`config.mk`:
```
export PLATFORM = sky130hd
export DESIGN_NAME = array_linked_list_engine_core
export DESIGN_NICKNAME = d
export VERILOG_FILES = /design/src/design/alle_pkg.sv /design/src/design/alle_ram.sv /design/src/design/array_linked_list_engine_core.sv
export SDC_FILE = /design/constraint.sdc
export NUM_CORES = 1
export LEC_CHECK = 0
export ABC_AREA = 1
export BUFFER_PORTS_ARGS = -buffer_cell sky130_fd_sc_hd__buf_4
export CAP_MARGIN = 20
export CORE_ASPECT_RATIO = 1.25
export CORE_MARGIN = 2
export CORE_UTILIZATION = 35
export CTS_CLUSTER_SIZE = 12
export DETAILED_ROUTE_END_ITERATION = 16
export HOLD_SLACK_MARGIN = 0.12
export PLACE_DENSITY = 0.51
export SLEW_MARGIN = 20
export SYNTH_ARGS = -nofsm -noshare
export SYNTH_HDL_FRONTEND = slang
export SYNTH_SLANG_ARGS = --single-unit
```
`constraint.sdc`:
```
create_clock -name clk -period 3.65 [get_ports clk]
set_input_delay 0.73 -clock clk [delete_from_list [all_inputs] [get_ports clk]]
set_output_delay 0.73 -clock clk [all_outputs]
set_load 0.02 [all_outputs]
```
`src/design/alle_pkg.sv`:
```
// Shared widths and codes for the linked list engine.
package alle_pkg;

  localparam int KEY_IN_W = 16;
  localparam int STATUS_W = 2;
  localparam int SLOT_OUT_W = 3;

  typedef logic [STATUS_W-1:0] status_t;

  localparam logic OP_INSERT = 1'b0;
  localparam logic OP_DELETE = 1'b1;

  localparam status_t ST_INSERTED = 2'd0;
  localparam status_t ST_FULL = 2'd1;
  localparam status_t ST_DELETED = 2'd2;
  localparam status_t ST_NOTFOUND = 2'd3;

endpackage

```
`src/design/alle_ram.sv`:
```
// Generic single write port RAM with registered read.
module alle_ram #(
  parameter int WIDTH = 8,
  parameter int DEPTH = 8
) (
  input  logic                     clk,
  input  logic                     we,
  input  logic [$clog2(DEPTH)-1:0] waddr,
  input  logic [WIDTH-1:0]         wdata,
  input  logic [$clog2(DEPTH)-1:0] raddr,
  output logic [WIDTH-1:0]         rdata
);

  logic [WIDTH-1:0] mem [DEPTH];

  always_ff @(posedge clk) begin
    if (we) begin
      mem[waddr] <= wdata;
    end
    rdata <= mem[raddr];
  end

endmodule

```
`src/design/array_linked_list_engine_core.sv`:
```
// Top level: doubly linked list of keys kept in a fixed pool of slots.
//
// One command is taken when start is high and busy is low; each command
// gives exactly one result, shown on status and slot_index for one cycle
// with done high, and the receiver cannot stall it. Insert into an empty
// list is answered from idle without a scan. Otherwise an insert scans the
// slot valid bits one slot per cycle for the lowest free slot, then walks
// to the tail through S_LOAD, for the link memory read, and S_CHECK per
// node; a delete walks from the head through the same states per node
// visited. Busy stays high until the result is driven. Links and keys live
// in synchronous RAMs; valid bits for the links are flops cleared by reset.
module array_linked_list_engine_core #(
  parameter int SLOTS = 8,
  parameter int KEY_WIDTH = 16
) (
  input  logic                               clk,
  input  logic                               rst,
  input  logic                               start,
  input  logic                               opcode,
  input  logic [alle_pkg::KEY_IN_W-1:0]      key_value,
  output logic                               busy,
  output logic                               done,
  output logic [alle_pkg::STATUS_W-1:0]      status,
  output logic [alle_pkg::SLOT_OUT_W-1:0]    slot_index
);

  localparam int IW = $clog2(SLOTS);

  localparam logic [1:0] S_IDLE = 2'd0;
  localparam logic [1:0] S_SCAN = 2'd1;
  localparam logic [1:0] S_LOAD = 2'd2;
  localparam logic [1:0] S_CHECK = 2'd3;

  logic [1:0]           state;
  logic                 op;
  logic [KEY_WIDTH-1:0] key;
  logic [IW-1:0]        cur;
  logic [IW-1:0]        free_slot;
  logic [IW-1:0]        scan_idx;
  logic                 head_ok;
  logic [IW-1:0]        head_index;
  logic [SLOTS-1:0]     next_ok;
  logic [SLOTS-1:0]     prev_ok;

  logic                 accept;
  logic [KEY_WIDTH-1:0] key_in;
  logic                 key_hit;

  logic                 nxt_we;
  logic [IW-1:0]        nxt_waddr;
  logic [IW-1:0]        nxt_wdata;
  logic [IW-1:0]        nxt_rdata;
  logic                 prv_we;
  logic [IW-1:0]        prv_waddr;
  logic [IW-1:0]        prv_wdata;
  logic [IW-1:0]        prv_rdata;
  logic                 key_we;
  logic [IW-1:0]        key_waddr;
  logic [KEY_WIDTH-1:0] key_wdata;
  logic [KEY_WIDTH-1:0] key_rdata;

  assign busy = (state != S_IDLE);
  assign accept = start && !busy;
  assign key_in = KEY_WIDTH'(key_value);
  assign key_hit = (key_rdata == key);

  alle_ram #(.WIDTH(IW), .DEPTH(SLOTS)) u_next_ram (
    .clk(clk), .we(nxt_we), .waddr(nxt_waddr), .wdata(nxt_wdata),
    .raddr(cur), .rdata(nxt_rdata)
  );

  alle_ram #(.WIDTH(IW), .DEPTH(SLOTS)) u_prev_ram (
    .clk(clk), .we(prv_we), .waddr(prv_waddr), .wdata(prv_wdata),
    .raddr(cur), .rdata(prv_rdata)
  );

  alle_ram #(.WIDTH(KEY_WIDTH), .DEPTH(SLOTS)) u_key_ram (
    .clk(clk), .we(key_we), .waddr(key_waddr), .wdata(key_wdata),
    .raddr(cur), .rdata(key_rdata)
  );

  always_comb begin
    nxt_we = 1'b0;
    nxt_waddr = cur;
    nxt_wdata = free_slot;
    prv_we = 1'b0;
    prv_waddr = free_slot;
    prv_wdata = cur;
    key_we = 1'b0;
    key_waddr = free_slot;
    key_wdata = key;
    if (state == S_IDLE) begin
      if (accept && opcode == alle_pkg::OP_INSERT && !head_ok) begin
        key_we = 1'b1;
        key_waddr = '0;
        key_wdata = key_in;
      end
    end else if (state == S_CHECK) begin
      if (op == alle_pkg::OP_INSERT) begin
        if (!next_ok[cur]) begin
          nxt_we = 1'b1;
          prv_we = 1'b1;
          key_we = 1'b1;
        end
      end else if (key_hit) begin
        nxt_we = prev_ok[cur];
        nxt_waddr = prv_rdata;
        nxt_wdata = nxt_rdata;
        prv_we = next_ok[cur];
        prv_waddr = nxt_rdata;
        prv_wdata = prv_rdata;
      end
    end
  end

  always_ff @(posedge clk) begin
    if (rst) begin
      state <= S_IDLE;
      head_ok <= 1'b0;
      head_index <= '0;
      next_ok <= '0;
      prev_ok <= '0;
      done <= 1'b0;
    end else begin
      done <= 1'b0;
      unique case (state)
        S_IDLE: begin
          if (accept) begin
            op <= opcode;
            key <= key_in;
            cur <= head_index;
            scan_idx <= '0;
            if (opcode == alle_pkg::OP_INSERT) begin
              if (!head_ok) begin
                head_ok <= 1'b1;
                head_index <= '0;
                next_ok[0] <= 1'b0;
                prev_ok[0] <= 1'b0;
                done <= 1'b1;
                status <= alle_pkg::ST_INSERTED;
                slot_index <= '0;
              end else begin
                state <= S_SCAN;
              end
            end else begin
              if (!head_ok) begin
                done <= 1'b1;
                status <= alle_pkg::ST_NOTFOUND;
                slot_index <= '0;
              end else begin
                state <= S_LOAD;
              end
            end
          end
        end
        S_SCAN: begin
          if (scan_idx != head_index && !next_ok[scan_idx] && !prev_ok[scan_idx]) begin
            free_slot <= scan_idx;
            state <= S_LOAD;
          end else if (scan_idx == IW'(SLOTS - 1)) begin
            done <= 1'b1;
            status <= alle_pkg::ST_FULL;
            slot_index <= '0;
            state <= S_IDLE;
          end else begin
            scan_idx <= scan_idx + 1'b1;
          end
        end
        S_LOAD: begin
          state <= S_CHECK;
        end
        S_CHECK: begin
          if (op == alle_pkg::OP_INSERT) begin
            if (!next_ok[cur]) begin
              next_ok[cur] <= 1'b1;
              prev_ok[free_slot] <= 1'b1;
              next_ok[free_slot] <= 1'b0;
              done <= 1'b1;
              status <= alle_pkg::ST_INSERTED;
              slot_index <= alle_pkg::SLOT_OUT_W'(free_slot);
              state <= S_IDLE;
            end else begin
              cur <= nxt_rdata;
              state <= S_LOAD;
            end
          end else begin
            if (key_hit) begin
              if (prev_ok[cur]) begin
                next_ok[prv_rdata] <= next_ok[cur];
              end else begin
                head_ok <= next_ok[cur];
                head_index <= next_ok[cur] ? nxt_rdata : '0;
              end
              if (next_ok[cur]) begin
                prev_ok[nxt_rdata] <= prev_ok[cur];
              end
              prev_ok[cur] <= 1'b0;
              next_ok[cur] <= 1'b0;
              done <= 1'b1;
              status <= alle_pkg::ST_DELETED;
              slot_index <= alle_pkg::SLOT_OUT_W'(cur);
              state <= S_IDLE;
            end else if (!next_ok[cur]) begin
              done <= 1'b1;
              status <= alle_pkg::ST_NOTFOUND;
              slot_index <= '0;
              state <= S_IDLE;
            end else begin
              cur <= nxt_rdata;
              state <= S_LOAD;
            end
          end
        end
        default: begin
          state <= S_IDLE;
        end
      endcase
    end
  end

endmodule
```
==> results.sh <==
export IMPL_globalRouteTotalUtil_pct=17.65
export IMPL_swShare_pct=32.08
export IMPL_cts_clk_slew_worst_paths_ps=60
export IMPL_yosys_register_bits=252
export IMPL_r2r_start="key[15]"
export IMPL_pwr_share_comb_pct=22.9
export IMPL_syn_area_sq_mm=0.01085
export IMPL_drive_above_1_share_pct=12.96
export IMPL_drt_iter0_drc=470
export IMPL_grt_overflow_total=0
export IMPL_use_met2_pct=30.63
export IMPL_cts_setup_buffers=0
export IMPL_min_delay_path_depth=1
export IMPL_cp_start_kind="register"
export IMPL_postCtsHoldBufs=0
export IMPL_dp_cells=1406
export IMPL_dr_pass1_iters=5
export IMPL_worstReg2RegEnd="u_prev_ram.mem[7][2]"
export IMPL_cp_max_fo=14
export IMPL_synth_area_per_cell_sq_um=11.01
export IMPL_io_pins=27
export IMPL_routabilityCongestion=0.8712
export IMPL_cts_tree="yes"
export IMPL_r2r_setup_slack_ps=870
export IMPL_finalPower_uw=8343
export IMPL_synth_top_area_share_pct=57.28
export IMPL_syn_inst=986
export IMPL_hold_path_endpoint="key[9]"
export IMPL_initial_utilization_pct=35.33
export IMPL_clock_fmax_ghz=0.3596
export IMPL_num_rows=72
export IMPL_crit_arrival_ps=2990
export IMPL_ys_flop_type="edfxtp_1"
export IMPL_power_leakage_uw=0.004629
export IMPL_top_usage_layer="met2"
export IMPL_fin_crit_sh_pct=76.19
export IMPL_die_area_sq_mm=0.03244
export IMPL_antenna_found_initial=0
export IMPL_final_setup_tns_ps=0
export IMPL_hp_start="key_value[9]"
export IMPL_die_x_um=161.5
export IMPL_cp_cell_sequence="nor2_1, nor2_1, nor2_1, nand2_1, nor2_2, nand4_4, nand2_1, o21ai_0, inv_1, nand2_1, nor2_1"
export IMPL_grt_util_met1_pct=23.04
export IMPL_ys_async_sr_fraction_pct=0
export IMPL_clock_sinks=252
export IMPL_fin_crit_ps=2781
export IMPL_finish_utilization_pct=40.35
export IMPL_grt_pass1_wl_um=44030
export IMPL_seq_area_frac_synth_pct=65.58
export IMPL_via_count=7392
export IMPL_postRouteWirelength_um=28300
export IMPL_cp_slowest_cell="edfxtp_1"
export IMPL_cellPowerDensity_mw_per_mm2=673.0
export IMPL_rsz0062_at_grt="no"
export IMPL_synth_top_area_cell="edfxtp_1"
export IMPL_hold_class="in2reg"
export IMPL_drc=0
export IMPL_regArea_sq_mm=0.007117
export IMPL_endpoint_kind="register"
export IMPL_post_dp_hpwl_um=18510
export IMPL_yosys_warnings=0
export IMPL_antenna_cells=0
export IMPL_seqPwrFrac_pct=45.8
export IMPL_setup_viol=0
export IMPL_yosys_top_cells_count="edfxtp_1, nand2_1, nor2_1"
export IMPL_yosysMostFrequentCell="edfxtp_1"
export IMPL_clk_path_buf_depth=3
export IMPL_maxSlewHeadroom_pct=35.28
export IMPL_multi_input_area_sq_mm=0.003167
export IMPL_slowest_delay_ps=400
export IMPL_reg2reg_depth=11
export IMPL_vias_per_cell=5.077
export IMPL_power_net_switching_uw=2676
export IMPL_final_nets=1055
export IMPL_htreeDepth=1
export IMPL_grt_max_degree=30
export IMPL_num_fill_cells=2941
export IMPL_slew_viol_final=0
export IMPL_maxCapViolations=0
export IMPL_power_internal_uw=5667
export IMPL_grt_pass1_vias=7496
export IMPL_clkLatencyLatePin_ps=550
export IMPL_status="complete, no violations"
export IMPL_clock_power_share_pct=31.3
export IMPL_synth_nets=1013
export IMPL_drtAntennaViolNets=0
export IMPL_worstMarginPinSlew_ps=967.7
export IMPL_fp_dieH_um=200.9
export IMPL_area_delta_synth_final_pct=14.23
export IMPL_core_area_sq_mm=0.03072
export IMPL_finalHoldViolations=0
export IMPL_fin_skew_ps=13.72
export IMPL_ir_worst_vdd_v=0.0003087
export IMPL_grtUsageMet3_pct=2.273
export IMPL_ys_types=42
export IMPL_hold_slack_ps=366.8
export IMPL_synthTopCellsByArea="edfxtp_1, dfxtp_1, nand2_1, nor2_1, inv_1"
export IMPL_cts_buffers=27
export IMPL_instances_no_fill=1456
export IMPL_root_buffer="clkbuf_16"
export IMPL_numPortBuffers=26
export IMPL_timing_critical_path_mode_cell="nor2_1"
export IMPL_synth_edff_count=207
export IMPL_wl_per_cell_um=19.44
export IMPL_critPathKind="reg2reg"
export IMPL_cp_required_ps=3860
export IMPL_postCtsResizedCells=0
-- cell families (layout without fill, tap and decap cells) --
group,count (synthesis),after routing,share of synthesized area (%)
buffers and inverters,141,204,5.511
adders and majority gates,7,7,0.8071
and+or+nand+nor,401,401,16.28
muxes,4,4,0.4151
AOI/OAI and AO/OA,177,177,11.08
DFF,252,252,65.58
xor gates and xnor gates,4,4,0.3229
-- critical path: cells and delay by family, from the launching register on --
family	cells	cell delay, ps
buffers and inverters	1	330
flip-flops	1	400
AND/OR/NAND/NOR	9	1540
AO/OA/AOI/OAI	1	190
-- cells in the final DEF, fill, tap and decap left out, drive strengths merged, types with 25 or more instances in the layout --
cell and n:
inv 108, nand2 207, o21ai 49, nand4 25, clkbuf 38, buf 47
dfxtp 45, nor2 107, nand3 53, a22oi 29, a21oi 45, edfxtp 207
-- state kept, by name, indices dropped and copies added, names as in the netlist, 8 cells and up --
signal	count
key	16
next_ok	8
prev_ok	8
u_key_ram.mem	128
u_key_ram.rdata	16
u_next_ram.mem	24
u_prev_ram.mem	24
-- cell type report --
| type | instances | share of cell area, % |
|---|---|---|
| Multi-Input combinational cell | 593 | 25.55 |
| Clock inverter | 12 | 0.9791 |
| Timing Repair Buffer | 47 | 2.846 |
| Sequential cell | 252 | 57.41 |
| Inverter | 107 | 3.321 |
| Tap cell | 407 | 4.108 |
| Clock buffer | 38 | 5.784 |
-- per-layer routing --
metal  share of wire (%)  vias up
li1                    -     3553
met2                  50      157
met5                   0        -
met4                 2.5        0
met1                  44     3637
met3                 3.6       45
-- power by group through the flow --
stage          clock network, uW  registers, uW  logic (uW)
6_report                    2610           3820        1910
5_1_grt                     2810           3860        2150
4_1_cts                     2680           3820        1930
3_5_place_dp                   0           3880        1920
3_3_place_gp                   0           3870        1910
2_1_floorplan                  0           3780        1330
-- metrics by stage --
stage               worst slack (ps)  cell area, sq um
CTS                            854.5             12400
global placement               881.7             11560
floorplan                      830.7             10850
global route                   579.2             12400
detailed placement             871.4             11560
finish                         869.2             12400
-- worst max path at each step --
stage	to	slack (ps)	depth (start not counted)	from
global placement	u_prev_ram.mem[7][0]	880	9	key[15]
global route	u_prev_ram.mem[5][1]	580	11	key[15]
detailed placement	u_prev_ram.mem[5][1]	870	11	key[15]
CTS	u_prev_ram.mem[5][2]	850	10	state[1]
floorplan	u_key_ram.mem[0][0]	830	5	state[1]
finish	u_prev_ram.mem[7][2]	870	11	key[15]
Power figures use the tool's default switching activity.
